File: config.mk
export PLATFORM = sky130hd
export DESIGN_NAME = letter_escape_codec_flat
export DESIGN_NICKNAME = d
export VERILOG_FILES = /design/src/rtl/core/lec_pkg.sv /design/src/rtl/core/lec_in_if.sv /design/src/rtl/core/lec_out_if.sv /design/src/rtl/core/lec_cfg_if.sv /design/src/rtl/core/lec_front.sv /design/src/rtl/core/lec_queue.sv /design/src/rtl/core/lec_back.sv /design/src/rtl/core/letter_escape_codec.sv /design/src/flat_wrapper.sv
export SDC_FILE = /design/constraint.sdc
export NUM_CORES = 1
export LEC_CHECK = 0
export BUFFER_PORTS_ARGS = -buffer_cell sky130_fd_sc_hd__buf_4
export CORE_MARGIN = 2
export CORE_UTILIZATION = 47
export CTS_CLUSTER_SIZE = 16
export DETAILED_ROUTE_END_ITERATION = 7
export PLACE_DENSITY = 0.71
export RECOVER_POWER = 100
export SYNTH_ARGS = -nofsm -noshare
export SYNTH_HDL_FRONTEND = slang
export SYNTH_SLANG_ARGS = --single-unit
File: constraint.sdc
create_clock -name clk -period 5.6 [get_ports clk]
set_input_delay 0.28 -clock clk [delete_from_list [all_inputs] [get_ports clk]]
set_output_delay 0.28 -clock clk [all_outputs]
set_load 0.1 [all_outputs]
File: src/rtl/core/lec_pkg.sv
// package for the letter escape codec
// constants, result job type, queue status type and character helpers; no dependencies
package lec_pkg;

	localparam int LINE_LENGTH = 80;
	localparam int MAX_RES     = 6;

	localparam logic [7:0] CH_Q  = 8'h51;
	localparam logic [7:0] CH_A  = 8'h61;
	localparam logic [7:0] CH_P  = 8'h70;
	localparam logic [7:0] CH_NL = 8'h0A;

	localparam logic MODE_ENC = 1'b0;
	localparam logic MODE_DEC = 1'b1;

	typedef struct packed {
		logic [MAX_RES-1:0][7:0] chars;
		logic                    err;
		logic [2:0]              cnt;
	} job_t;

	typedef struct packed {
		logic full;
		logic empty;
	} q_stat_t;

	function automatic logic is_alpha_char(input logic [7:0] c);
		is_alpha_char = (c >= 8'h61 && c <= 8'h7A) || (c >= 8'h41 && c <= 8'h5A);
	endfunction

	function automatic logic is_nibble(input logic [7:0] c);
		is_nibble = (c >= CH_A) && (c <= CH_P);
	endfunction

endpackage

File: src/rtl/core/lec_in_if.sv
// input channel of the letter escape codec
// valid/ready handshake carrying one byte or an end marker
interface lec_in_if;
	logic       valid;
	logic       ready;
	logic [7:0] in_byte;
	logic       end_of_stream;

	modport source (output valid, output in_byte, output end_of_stream, input ready);
	modport sink (input valid, input in_byte, input end_of_stream, output ready);
endinterface

File: src/rtl/core/lec_out_if.sv
// result channel of the letter escape codec
// valid/ready handshake carrying one character or an error mark
interface lec_out_if;
	logic       valid;
	logic       ready;
	logic [7:0] out_byte;
	logic       error;
	logic       last;

	modport source (output valid, output out_byte, output error, output last, input ready);
	modport sink (input valid, input out_byte, input error, input last, output ready);
endinterface

File: src/rtl/core/lec_cfg_if.sv
// configuration write channel of the letter escape codec
// valid/ready handshake carrying the mode register value
interface lec_cfg_if;
	logic valid;
	logic ready;
	logic mode;

	modport source (output valid, output mode, input ready);
	modport sink (input valid, input mode, output ready);
endinterface

File: src/rtl/core/lec_front.sv
// front end: accepts items, keeps codec state, builds one result job per item
// depends on lec_pkg, lec_in_if, lec_cfg_if
module lec_front (
	input  logic            clk,
	input  logic            arst_n,
	lec_in_if.sink          src,
	lec_cfg_if.sink         cfg,
	input  lec_pkg::q_stat_t stat,
	output logic            push,
	output lec_pkg::job_t   job
);
	import lec_pkg::*;

	localparam logic [1:0] PH_PLAIN = 2'd0;
	localparam logic [1:0] PH_ESC   = 2'd1;
	localparam logic [1:0] PH_HIGH  = 2'd2;

	logic       mode_q;
	logic [6:0] line_count_q, line_count_d;
	logic       seen_q, seen_d;
	logic [1:0] phase_q, phase_d;
	logic [3:0] high_q, high_d;
	logic       failed_q, failed_d;

	logic [7:0] c;
	logic [7:0] ofs;
	logic [7:0] b [3];
	logic [1:0] nb;
	logic [6:0] lc;
	logic [2:0] k;
	logic       acc;

	assign src.ready = !stat.full;
	assign cfg.ready = 1'b1;
	assign acc       = src.valid && src.ready;
	assign c         = src.in_byte;
	assign ofs       = c - CH_A;
	assign push      = acc && (job.cnt != 3'd0);

	always_comb begin
		line_count_d = line_count_q;
		seen_d       = seen_q;
		phase_d      = phase_q;
		high_d       = high_q;
		failed_d     = failed_q;
		job          = '0;
		b[0]         = c;
		b[1]         = CH_Q;
		b[2]         = CH_A;
		nb           = 2'd1;
		lc           = line_count_q;
		k            = 3'd0;
		if (src.end_of_stream) begin
			if (mode_q == MODE_ENC) begin
				if (seen_q) begin
					job.chars[0] = CH_NL;
					job.cnt      = 3'd1;
				end
			end else if (!failed_q && phase_q != PH_PLAIN) begin
				job.err = 1'b1;
				job.cnt = 3'd1;
			end
			line_count_d = '0;
			seen_d       = 1'b0;
			phase_d      = PH_PLAIN;
			high_d       = '0;
			failed_d     = 1'b0;
		end else if (mode_q == MODE_ENC) begin
			seen_d = 1'b1;
			if (c == CH_Q) begin
				b[0] = CH_Q;
				nb   = 2'd2;
			end else if (!is_alpha_char(c)) begin
				b[0] = CH_Q;
				b[1] = CH_A + {4'd0, c[7:4]};
				b[2] = CH_A + {4'd0, c[3:0]};
				nb   = 2'd3;
			end
			for (int i = 0; i < 3; i++) begin
				if (2'(i) < nb) begin
					job.chars[k] = b[i];
					k = k + 3'd1;
					lc = lc + 7'd1;
					if (lc == 7'(LINE_LENGTH)) begin
						job.chars[k] = CH_NL;
						k = k + 3'd1;
						lc = '0;
					end
				end
			end
			job.cnt      = k;
			line_count_d = lc;
		end else if (!failed_q && is_alpha_char(c)) begin
			unique case (phase_q)
				PH_PLAIN: begin
					if (c == CH_Q) begin
						phase_d = PH_ESC;
					end else begin
						job.chars[0] = c;
						job.cnt      = 3'd1;
					end
				end
				PH_ESC: begin
					if (c == CH_Q) begin
						job.chars[0] = CH_Q;
						job.cnt      = 3'd1;
						phase_d      = PH_PLAIN;
					end else if (is_nibble(c)) begin
						high_d  = ofs[3:0];
						phase_d = PH_HIGH;
					end else begin
						job.err  = 1'b1;
						job.cnt  = 3'd1;
						failed_d = 1'b1;
						phase_d  = PH_PLAIN;
					end
				end
				default: begin
					if (is_nibble(c)) begin
						job.chars[0] = {high_q, ofs[3:0]};
					end else begin
						job.err  = 1'b1;
						failed_d = 1'b1;
					end
					job.cnt = 3'd1;
					phase_d = PH_PLAIN;
				end
			endcase
		end
	end

	always_ff @(posedge clk or negedge arst_n) begin
		if (!arst_n) begin
			mode_q       <= MODE_ENC;
			line_count_q <= '0;
			seen_q       <= 1'b0;
			phase_q      <= PH_PLAIN;
			high_q       <= '0;
			failed_q     <= 1'b0;
		end else begin
			if (cfg.valid && cfg.ready) begin
				mode_q <= cfg.mode;
			end
			if (acc) begin
				line_count_q <= line_count_d;
				seen_q       <= seen_d;
				phase_q      <= phase_d;
				high_q       <= high_d;
				failed_q     <= failed_d;
			end
		end
	end

endmodule

File: src/rtl/core/lec_queue.sv
// two-entry job queue between front and back end
// depends on lec_pkg
module lec_queue (
	input  logic             clk,
	input  logic             arst_n,
	input  logic             push,
	input  lec_pkg::job_t    push_job,
	input  logic             pop,
	output lec_pkg::job_t    head,
	output lec_pkg::q_stat_t stat,
	output logic [1:0]       count
);
	import lec_pkg::*;

	job_t       mem_q [2];
	logic       wr_ptr_q;
	logic       rd_ptr_q;
	logic [1:0] count_q;
	logic       do_pop;

	assign head       = mem_q[rd_ptr_q];
	assign stat.full  = (count_q == 2'd2);
	assign stat.empty = (count_q == 2'd0);
	assign count      = count_q;
	assign do_pop     = pop && !stat.empty;

	always_ff @(posedge clk) begin
		if (push) begin
			mem_q[wr_ptr_q] <= push_job;
		end
	end

	always_ff @(posedge clk or negedge arst_n) begin
		if (!arst_n) begin
			wr_ptr_q <= 1'b0;
			rd_ptr_q <= 1'b0;
			count_q  <= '0;
		end else begin
			if (push) begin
				wr_ptr_q <= !wr_ptr_q;
			end
			if (do_pop) begin
				rd_ptr_q <= !rd_ptr_q;
			end
			count_q <= count_q + {1'b0, push} - {1'b0, do_pop};
		end
	end

endmodule

File: src/rtl/core/lec_back.sv
// back end: serializes queued jobs into one result transfer per cycle while snk.ready is high and jobs are queued
// depends on lec_pkg, lec_out_if
module lec_back (
	input  logic             clk,
	input  logic             arst_n,
	input  lec_pkg::job_t    head,
	input  lec_pkg::q_stat_t stat,
	output logic             pop,
	lec_out_if.source        snk
);
	import lec_pkg::*;

	job_t       cur_q;
	logic       cur_valid_q;
	logic [2:0] pos_q;
	logic       out_valid_q;
	logic [7:0] out_byte_q;
	logic       out_err_q;
	logic       out_last_q;
	logic       adv;
	logic       take;
	logic       cur_last;

	assign adv      = !out_valid_q || snk.ready;
	assign take     = adv && cur_valid_q;
	assign cur_last = (pos_q == cur_q.cnt - 3'd1);
	assign pop      = (!cur_valid_q || (take && cur_last)) && !stat.empty;

	assign snk.valid    = out_valid_q;
	assign snk.out_byte = out_byte_q;
	assign snk.error    = out_err_q;
	assign snk.last     = out_last_q;

	always_ff @(posedge clk) begin
		if (take) begin
			out_byte_q <= cur_q.chars[pos_q];
			out_err_q  <= cur_q.err;
			out_last_q <= cur_last;
		end
		if (pop) begin
			cur_q <= head;
		end
	end

	always_ff @(posedge clk or negedge arst_n) begin
		if (!arst_n) begin
			cur_valid_q <= 1'b0;
			pos_q       <= '0;
			out_valid_q <= 1'b0;
		end else begin
			if (adv) begin
				out_valid_q <= cur_valid_q;
			end
			if (take) begin
				pos_q <= pos_q + 3'd1;
				if (cur_last) begin
					cur_valid_q <= 1'b0;
				end
			end
			if (pop) begin
				cur_valid_q <= 1'b1;
				pos_q       <= '0;
			end
		end
	end

endmodule

File: src/rtl/core/letter_escape_codec.sv
// top level of the letter escape codec
// depends on lec_pkg, lec_*_if, lec_front, lec_queue, lec_back
//
// usage:
//   src carries bytes (in_byte) or an end marker (end_of_stream); a transfer
//   happens when valid and ready are high at a rising clock edge.
//   snk carries results: out_byte, error and last, which marks the final
//   result caused by one input item. items causing no result produce nothing.
//   cfg writes the mode bit (0 encode, 1 decode); write only while idle.
// timing:
//   an item passes the queue, the current job and output registers before
//   snk.valid rises. one result leaves per cycle while snk.ready is high and
//   a byte gives at most 4 results (three characters and a line break); the
//   front accepts one item per cycle while the queue has room.
// reset:
//   arst_n clears mode to encode, all codec state, queue and output.
// stalls:
//   when snk.ready is low the result holds; the queue fills and src.ready
//   drops once both queue entries are taken.
module letter_escape_codec (
	input  logic clk,
	input  logic arst_n,
	lec_in_if.sink    src,
	lec_out_if.source snk,
	lec_cfg_if.sink   cfg
);
	import lec_pkg::*;

	job_t       job;
	job_t       head;
	q_stat_t    stat;
	logic       push;
	logic       pop;
	logic [1:0] q_count;

	lec_front u_front (
		.clk    (clk),
		.arst_n (arst_n),
		.src    (src),
		.cfg    (cfg),
		.stat   (stat),
		.push   (push),
		.job    (job)
	);

	lec_queue u_queue (
		.clk      (clk),
		.arst_n   (arst_n),
		.push     (push),
		.push_job (job),
		.pop      (pop),
		.head     (head),
		.stat     (stat),
		.count    (q_count)
	);

	lec_back u_back (
		.clk    (clk),
		.arst_n (arst_n),
		.head   (head),
		.stat   (stat),
		.pop    (pop),
		.snk    (snk)
	);

	a_err_result: assert property (@(posedge clk) disable iff (!arst_n)
		snk.valid && snk.error |-> snk.out_byte == 8'd0 && snk.last)
		else $error("error result with data or without last");

	a_q_bound: assert property (@(posedge clk) disable iff (!arst_n)
		q_count != 2'd3)
		else $error("job queue count overflow");

	a_ready_full: assert property (@(posedge clk) disable iff (!arst_n)
		!src.ready |-> stat.full)
		else $error("input stalled with queue room");

	a_no_push_full: assert property (@(posedge clk) disable iff (!arst_n)
		stat.full && !pop |=> q_count == 2'd2)
		else $error("queue lost or gained a job while full");

endmodule

File: src/flat_wrapper.sv
// flat-port wrapper written by rule: the top's interface ports become plain ports
module letter_escape_codec_flat import lec_pkg::*;
  (clk, arst_n, src_valid, src_in_byte, src_end_of_stream, src_ready, snk_valid, snk_out_byte, snk_error, snk_last, snk_ready, cfg_valid, cfg_mode, cfg_ready);
  lec_in_if src_i ();
  lec_out_if snk_i ();
  lec_cfg_if cfg_i ();
  input  logic clk;
  input  logic arst_n;
  input wire logic [$bits(src_i.valid)-1:0] src_valid;
  input wire logic [$bits(src_i.in_byte)-1:0] src_in_byte;
  input wire logic [$bits(src_i.end_of_stream)-1:0] src_end_of_stream;
  output wire logic [$bits(src_i.ready)-1:0] src_ready;
  output wire logic [$bits(snk_i.valid)-1:0] snk_valid;
  output wire logic [$bits(snk_i.out_byte)-1:0] snk_out_byte;
  output wire logic [$bits(snk_i.error)-1:0] snk_error;
  output wire logic [$bits(snk_i.last)-1:0] snk_last;
  input wire logic [$bits(snk_i.ready)-1:0] snk_ready;
  input wire logic [$bits(cfg_i.valid)-1:0] cfg_valid;
  input wire logic [$bits(cfg_i.mode)-1:0] cfg_mode;
  output wire logic [$bits(cfg_i.ready)-1:0] cfg_ready;
  assign src_i.valid = src_valid;
  assign src_i.in_byte = src_in_byte;
  assign src_i.end_of_stream = src_end_of_stream;
  assign src_ready = src_i.ready;
  assign snk_valid = snk_i.valid;
  assign snk_out_byte = snk_i.out_byte;
  assign snk_error = snk_i.error;
  assign snk_last = snk_i.last;
  assign snk_i.ready = snk_ready;
  assign cfg_i.valid = cfg_valid;
  assign cfg_i.mode = cfg_mode;
  assign cfg_ready = cfg_i.ready;
  letter_escape_codec u_core (.clk(clk), .arst_n(arst_n), .src(src_i), .snk(snk_i), .cfg(cfg_i));
endmodule
; Word level (Yosys, flattened, before mapping)
; Memory sizes are Yosys's and may differ from the RTL's. A register that Yosys moved wholly into a read port is not among the register bits.
; Cells that the tools add are included.
[totals]
mem_bits_rw = 104
input_bits = 15
out_inout_bits = 13
latch_bits = 0
word_cells = 210
n_memories = 1
rom_bits = 0
ff_bits = 35
[op_classes]
reduce_logical = 40
order_cmp = 17
n_shift = 0
muxes = 105
mul = 0
div_mod_pow = 0
n_bitwise = 6
eq_ne = 12
add_sub_neg = 14
[memory_table]
columns = name, words, word_bits, rd, rd_clocked_by_memory_dff, wr, line_no
row1 = u_core.u_queue.mem_q, 2, 52, 1, 1, 1, lec_queue.sv:15  ; job_t mem_q [2];
[ops]
columns = cell, n
row1 = $mux 48, 6
row2 = $bwmux 48, 2
row3 = $demux 8 s3, 4
row4 = $mux 7, 13
row5 = $mux 16, 5
row6 = $mux 40, 2
row7 = $mux 8, 10
row8 = $and 36x36->36, 2
row9 = $not 36->36, 2
row10 = $mux 4, 10
row11 = $mux 3, 13
row12 = $mux 12, 3
row13 = $bmux 8 s3, 1
row14 = $le 8x7->1 const B, 3
row15 = $mux 2, 12
row16 = $mux 24, 1
row17 = $or 12x12->12, 2
row18 = $add 7x1->7 const B, 3
row19 = $eq 7x7->1 const B, 3
row20 = $lt 3x4->1 const B, 5
row21 = $mux 1, 18
row22 = $add 7x4->8 const A, 2
row23 = $ge 8x7->1 const B, 2
row24 = $pmux 8 s2, 1
row25 = 27 further kinds, 69

; Longest topological paths before layout
; Gate-level depths: netlist of the first run.
[logic_depth]
ltp_word = 32
ltp_mapped = 25
depth_no_buf = 23

; Cells and area by module
; Synthesis of the first run repeated with hierarchy kept, for this count alone.
[unflattened]
hier_cells = 721
area_unflattened_um2 = 9709.3
[modules_own_cells]
columns = module, cells_each, instances, area_each_um2, seq_area_each_um2
row1 = lec_queue, 179, 1, 4201.5, 3223.1
row2 = lec_front, 410, 1, 2934.1, 400.4
row3 = lec_back, 132, 1, 2573.7, 1986.9

; Least setup slack after synthesis of the first run
; OpenSTA, ideal clock, no wires.
[synth_timing]
kind = register to register
start = register u_core.u_front.line_count_q[0]
end = memory u_core.u_queue.mem_q[0][0] in the netlist's numbering, enable pin
setup_slack_ns = 0.074
required_time_ns = 5.192
setup_ns = 0.408
n_path_buf = 2
arrival_ns = 5.119
path_stages_with_launch = 20
synth_period_minus_slack_ns = 5.526
path_cell_list = dfrtp_1 -> buf_2 -> nand3_2 -> nor3_1 -> nor2_2 -> and3_1 -> clkbuf_1 -> nor2_1 -> ha_1 -> nand4b_1 -> o21ai_0 -> xor2_1 -> a211oi_2 -> o21ai_1 -> a22oi_2 -> or4_4 -> a211oi_2 -> xor2_1 -> o21a_2 -> o311a_1
[synth_lines]
columns = element, line_no
row1 = "start, declared", lec_front.sv:19  ; logic [6:0] line_count_q, line_count_d;
row2 = "start signal, assigned", lec_front.sv:145  ; line_count_q <= line_count_d;
row3 = "end, declared", lec_queue.sv:15

==> out/results.tsv, run 1 <==
metric	value	unit
syn_inst	656	
routed_wl	17200	um
syn_area	8360	um2
finalCriticalPeriod	5220	ps
slew_viol_final	94	
r2r.worst_path.cells	22	
grtUsageTotal	19.3	%
hold_path_depth	2	
ant_nets	0	
drive_above_1_share	18.9	%
hp-class	in -> reg	
clk_pin_slew	70	ps
io_pins	28	
clockBufferDepth	2	
ys_ff_latch	170	
antennaDiodeCount	0	
finalNetCount	740	
synth_top_area_cell	edfxtp_1	
p_seq_share	43.0	%
syn_area_per_cell	12.8	um2
fp.coreArea	17400	um2
initial_core_util	48.2	%
crit_type	in -> reg	
num_vias	5327	
path_cells	buf_4 > inv_1 > ha_1 > or4b_1 > a21boi_2 > o21ai_0 > nand2_4 > nor2_1 > mux2_1 > ha_1 > and2_1 > or4_4 > a211oi_2 > xor2_1 > o21a_2 > o31ai_1 > ha_1 > inv_1 > ha_1 > xnor2_1 > xnor2_1	
final_util	54.1	%
crit_top_cell	ha_1	
finClkSkew	11.3	ps
synth_edf_count	145	
seqCellArea	4980	um2
hold_violations	0	
p_per_area	487	nW/um2
die_h	137	um
ys_async_sr_fraction	14.7	%
areaGrowthSynthToFinish	12.3	%
drv_cap	2	
grt_max_degree	47	
crit_fanout	12	
clkPwrFrac	24.3	%
port_buffers	26	
fmax	191	MHz
grt_overflow	0	
p_sw	1.65	mW
grt_pass1_wl	27700	um
worst_slack	377	ps
dp_hpwl	11700	um
grt_pass1_vias	5312	
drc	0	
fillers	1446	
synth_ff_type	edfxtp_1	
ys_seq_area_share	59.5	%
die_w	137	um
htree_levels	4	
slew_headroom	-82.6	%
leakage	3.37	nW
synth_top_cells_by_count	edfxtp_1, mux2_2, nand2_1	
violations	max-capacitance violations, max-slew violations	
synthTopCellsByArea	edfxtp_1, dfrtp_1, mux2_2, ha_1, nand2_1	
root_buffer	clkbuf_16	
dr.pass1.iters	5	
comb_power_share	32.8	%
cp.required	5950	ps
worstSetupEndpointType	register	
pre_cts_ws	218	ps
slowest_delay	580	ps
cts_buffers	17	
gp_congestion	0.909	
swShare	36.2	%
viasPerCell	5.65	
cp-start-kind	primary input	
ys_types	75	
yosysMostFrequentCell	edfxtp_1	
slowest_stage	nor2_1	
multi_input_area	3240	um2
internal_power	2.92	mW
peakVddDrop	0.374	mV
synth_warnings	0	
cts_tree	done	
synth_top_area_share	52.1	%
cp_data_arrival_time	5580	ps
antenna_found_initial	0	
tightest_slew	2740	ps
rows	48	
clk_latency	430	ps
detail_route.wl_per_cell	18.2	um
period_share	93.3	%
drtIter0Drc	344	
status	complete, but fails checks	
cts_sinks	170	
dieArea	18900	um2
setup_viol	0	
-- power by group through the flow --
stage	Clock (mW)	Sequential [mW]	Combinational [mW]
floorplan	0	2.13	1.00
global placement	0	1.97	1.50
detailed placement	0	1.99	1.52
CTS	1.12	1.96	1.53
global route	1.18	2.00	1.63
finish	1.11	1.96	1.50
-- path summary, 6_finish.rpt --
| check | startpoint | endpoint | slack [ps] |
|---|---|---|---|
| worst min-delay path | cfg_valid | u_core.u_front.mode_q$_DFFE_PN0P_ | 40 |
| worst max-delay path | src_in_byte[0] | u_core.u_queue.count[1]$_DFF_PN0_ | 380 |
| worst max register to register | u_core.u_front.line_count_q[4]$_DFFE_PN0P_ | u_core.u_queue.count[1]$_DFF_PN0_ | 410 |
| max in group asynchronous | arst_n | u_core.u_front.line_count_q[2]$_DFFE_PN0P_ | 3880 |
| worst min register to register | u_core.u_back.cur_q[3]$_DFFE_PP_ | u_core.u_back.snk.error$_DFFE_PP_ | 420 |
| min in group asynchronous | arst_n | u_core.u_front.high_q[2]$_DFFE_PN0P_ | 730 |
-- metrics by stage --
stage	area, um2	power, mW	instances	setup TNS (ps)	hold slack (ps)
after floorplan	8440	3.13	675	0	-15.6
after global placement	8870	3.47	909	0	218
after detailed placement	8870	3.51	909	0	219
after CTS	9440	4.62	942	0	34.7
after global routing	9390	4.81	943	-6.44	39.3
final	9390	4.57	943	0	43.4
-- critical path, delay by kind of cell --
kind / cells / cell delay, ps
compound gates: 5 / 1490
xor+xnor: 3 / 390
mux: 1 / 430
buf+inv: 3 / 330
fa+ha+maj: 4 / 950
simple gates: 5 / 1680
-- repair_timing --
| item | in CTS | in global routing |
|---|---|---|
| endpoints found under the hold margin | 25 | 0 |
| hold buffers | 1 | 0 |
| setup endpoints to repair | 0 | 92 |
| setup buffers | 0 | 1 |
| gates resized for setup | 0 | 6 |
-- cells in the final DEF (no fill, tap or decap), drive strengths merged, types with 17 or more instances in the layout --
master,netlist,layout
inv,28,35
buf,9,20
conb,2,21
edfxtp,145,145
dfrtp,25,25
nand2,55,55
nor2,43,43
ha,20,20
o21ai,36,36
a21oi,37,37
clkbuf,18,34
xnor2,17,17
mux2,54,54
-- registers in the layout, summed over array words and instances (netlist names) --
register and count:
u_core.u_queue.mem_q 90, u_core.u_back.pos_q 3, u_core.u_back.cur_q 45, u_core.u_queue.wr_ptr_q 1
u_core.u_back.cur_valid_q 1, u_core.u_queue.count 2, u_core.u_back.snk.last 1, u_core.u_front.phase_q 2
u_core.u_back.snk.error 1, u_core.u_front.seen_q 1, u_core.u_back.snk.out_byte 8, u_core.u_front.failed_q 1
u_core.u_front.mode_q 1, u_core.u_queue.rd_ptr_q 1, u_core.u_front.high_q 4, u_core.u_back.snk.valid 1
u_core.u_front.line_count_q 7
-- cells by family (layout without fill, tap and decap cells) --
family                     count (synthesis)  count (layout)  share of synthesized area, %
AOI/OAI and AO/OA                        126             126                          9.90
buffers and inverters                     55              98                          2.65
muxes                                     68              68                          10.0
adders and majority gates                 20              20                          2.99
and+or+nand+nor                          183             183                          11.3
xor gates and xnor gates                  32              32                          3.53
DFF                                      170             170                          59.5
other                                      2              21                        0.0898
-- routing by layer --
| metal | routed length [um] | track usage (%) | share of wire (%) | up-vias |
|---|---|---|---|---|
| met2 | 8370 | 31.3 | 49 | 161 |
| met1 | 7760 | 26.1 | 45 | 2611 |
| met3 | 663 | 3.64 | 3.9 | 33 |
| li1 | - | - | - | 2522 |
| met5 | 0 | 0 | 0 | - |
| met4 | 351 | 6.93 | 2.0 | 0 |
-- final cells by class --
| cell class | instances | share of cell area (%) |
|---|---|---|
| clock buffer | 17 | 4.53 |
| clock inverter | 15 | 1.40 |
| inverter | 28 | 1.12 |
| multi-input combinational | 450 | 34.5 |
| sequential | 170 | 53.1 |
| tap | 225 | 3.00 |
| timing repair buffer | 38 | 2.38 |
Power figures use the tool's default switching activity.
==> inputs of run 2 (changes only) <==
CORE_ASPECT_RATIO = 0.75   (was not set)
==> out/results.tsv, run 2 (same netlist as run 1, synthesis figures left out) <==
metric	value	unit	change
grt_pass1_vias	5086		-4.3%
grtUsageTotal	19.5	%	+0.16 points
power.total	4.69	mW	+2.7%
antenna_found_initial	0		unchanged
tightest_slew	2100	ps	-643 ps
gp_congestion	0.918		+0.92%
finalCriticalPeriod	5270	ps	+45.3 ps
fp.coreArea	17600	um2	+1.1%
fillers	1503		+3.9%
port_buffers	26		unchanged
finalNetCount	740		unchanged
cts_buffers	17		unchanged
p_per_area	494	nW/um2	+1.6%
stdcell_area	9490	um2	+1.1%
cts_sinks	170		unchanged
path_delay_family	simple AND/OR/NAND/NOR gates		
leakage	3.41	nW	+1.1%
viasPerCell	5.56		-1.5%
place_area	8900	um2	+0.32%
clk_pin_slew	70	ps	about the same
peakVddDrop	0.302	mV	-19%
grt_overflow	0		unchanged
detail_route.wl_per_cell	18.0	um	-0.99%
io_pins	28		unchanged
slowest_delay	590	ps	about the same
cts_tree	done		
hp-class	in -> reg		
worstSetupEndpointType	register		
top_register	u_core.u_queue.mem_q		
routed_wl	17300	um	+0.79%
crit_type	reg -> reg		
initial_core_util	47.7	%	-0.54 points
root_buffer	clkbuf_16		
num_vias	5342		+0.28%
crit_fanout	8		-4
drv_cap	2		unchanged
die_h	120	um	-13%
hold_violations	0		unchanged
slowest_stage	or4_4		
layout_commonest_cell	edfxtp_1		
ant_nets	0		unchanged
cp-start-kind	register		
final_util	54.1	%	about the same
drive_above_1_share	18.4	%	-0.56 points
mostFrequentLayoutCells	edfxtp_1, nand2_1, mux2_2, nor2_1, a21oi_1		
largest_register_ffs	90		unchanged
post_cts_buffers	0		unchanged
rows	42		-13%
htree_levels	4		unchanged
die_w	158	um	+15%
setup_viol	0		unchanged
dr.pass1.iters	5		unchanged
status	complete, but fails checks		
period_share	94.1	%	+0.81 points
areaGrowthSynthToFinish	13.5	%	
grt_max_degree	48		+2.1%
violations	max-capacitance violations, max-slew violations		
drc	0		unchanged
path_buf_inv	1		-2
cp_data_arrival_time	5620	ps	+40 ps
drtIter0Drc	455		+32%
finClkSkew	9.61	ps	-1.69 ps
antennaDiodeCount	0		unchanged
dp_hpwl	11700	um	-0.14%
cp.required	5960	ps	about the same
path_cells	nand3_2 > nor3_2 > nor2_4 > and3_1 > nor2_1 > ha_2 > nand4b_1 > o21ai_0 > xor2_1 > a211oi_2 > o21ai_1 > a22oi_2 > or4_4 > a211oi_2 > xor2_1 > o21a_2 > o31ai_1 > ha_1 > inv_1 > ha_1 > xnor2_1 > xnor2_1		
slew_headroom	-39.8	%	+43 points
dieArea	18900	um2	about the same
slew_viol_final	73		-22%
clockBufferDepth	2		unchanged
grt_pass1_wl	27500	um	-0.68%
fmax	190	MHz	-0.86%
clk_latency	430	ps	about the same
[run 2: cell count changes in the layout (fill, tap and decap cells not counted), moves of 2 or more]
cell	change
bufinv_16	+2
inv_8	-2
buf_4	-3
o311a_2	-2
clkbuf_1	+2
dfrtp_2	-2
o311a_4	+2
clkinv_1	-3
clkinv_8	+2
dfrtp_1	+2
nor2_4	+2
[run 2: final timing paths]
| kind | start | end | slack (ps) | cells past startpoint |
|---|---|---|---|---|
| max in group asynchronous | arst_n | u_core.u_front.line_count_q[3]$_DFFE_PN0P_ | 3840 | 2 |
| setup reg to reg | u_core.u_front.line_count_q[0]$_DFFE_PN0P_ | u_core.u_queue.count[1]$_DFF_PN0_ | 330 | 22 |
| hold / removal | cfg_valid | u_core.u_front.mode_q$_DFFE_PN0P_ | 30 | 2 |
| min in group asynchronous | arst_n | u_core.u_back.pos_q[0]$_DFFE_PN0P_ | 760 | 2 |
| hold reg to reg | u_core.u_back.cur_q[3]$_DFFE_PP_ | u_core.u_back.snk.error$_DFFE_PP_ | 420 | 0 |
| setup / recovery | u_core.u_front.line_count_q[0]$_DFFE_PN0P_ | u_core.u_queue.count[1]$_DFF_PN0_ | 330 | 22 |
[run 2: power by group]
part,internal [mW],switching [mW],leakage [nW]
clock network,0.682,0.532,0.298
logic,0.544,0.948,1.47
registers,1.78,0.204,1.65
total,3.01,1.68,3.41
[run 2: metal layers]
| layer | GRT usage (%) | wire, um | vias to the layer above |
|---|---|---|---|
| li1 | - | - | 2522 |
| met1 | 29.1 | 8220 | 2619 |
| met2 | 28.9 | 7910 | 189 |
| met3 | 4.73 | 988 | 12 |
| met4 | 4.39 | 170 | 0 |
| met5 | 0 | 0 | - |
[run 2: final cells by class]
class / count / area (um2) / area share, %
tap: 242 / 303 / 3.19
inverter: 28 / 105 / 1.11
clock buffer: 17 / 425 / 4.48
clock inverter: 15 / 199 / 2.10
multi-input combinational: 450 / 3260 / 34.4
timing repair buffer: 38 / 214 / 2.25
sequential: 170 / 4980 / 52.5
[run 2: worst reg2reg max path, delay by kind of cell, from the launching register on]
family | cells | cell delay, ps
adder cells (fa/ha/maj) | 3 | 730
buffers and inverters | 1 | 60
AO/OA/AOI/OAI | 7 | 1570
XOR/XNOR | 4 | 710
AND/OR/NAND/NOR | 7 | 1680
flip-flops | 1 | 430
[run 2: timing repair]
action	4_1_cts	5_1_grt
resized for setup	0	8
cloned	0	0
hold endpoints to repair	25	0
hold buffers	1	0
endpoints found under the setup margin	90	92
[run 2: through the flow]
stage / setup TNS [ps] / worst slack (ps) / std cells / hold slack, ps
global placement: 0 / 265 / 927 / 219
CTS: -1780 / -30.5 / 960 / 16.3
detailed placement: 0 / 10.9 / 927 / 228
floorplan: 0 / 73.6 / 675 / -15.6
finish: 0 / 331 / 960 / 32.6
global route: -27.5 / -27.5 / 960 / 18.9
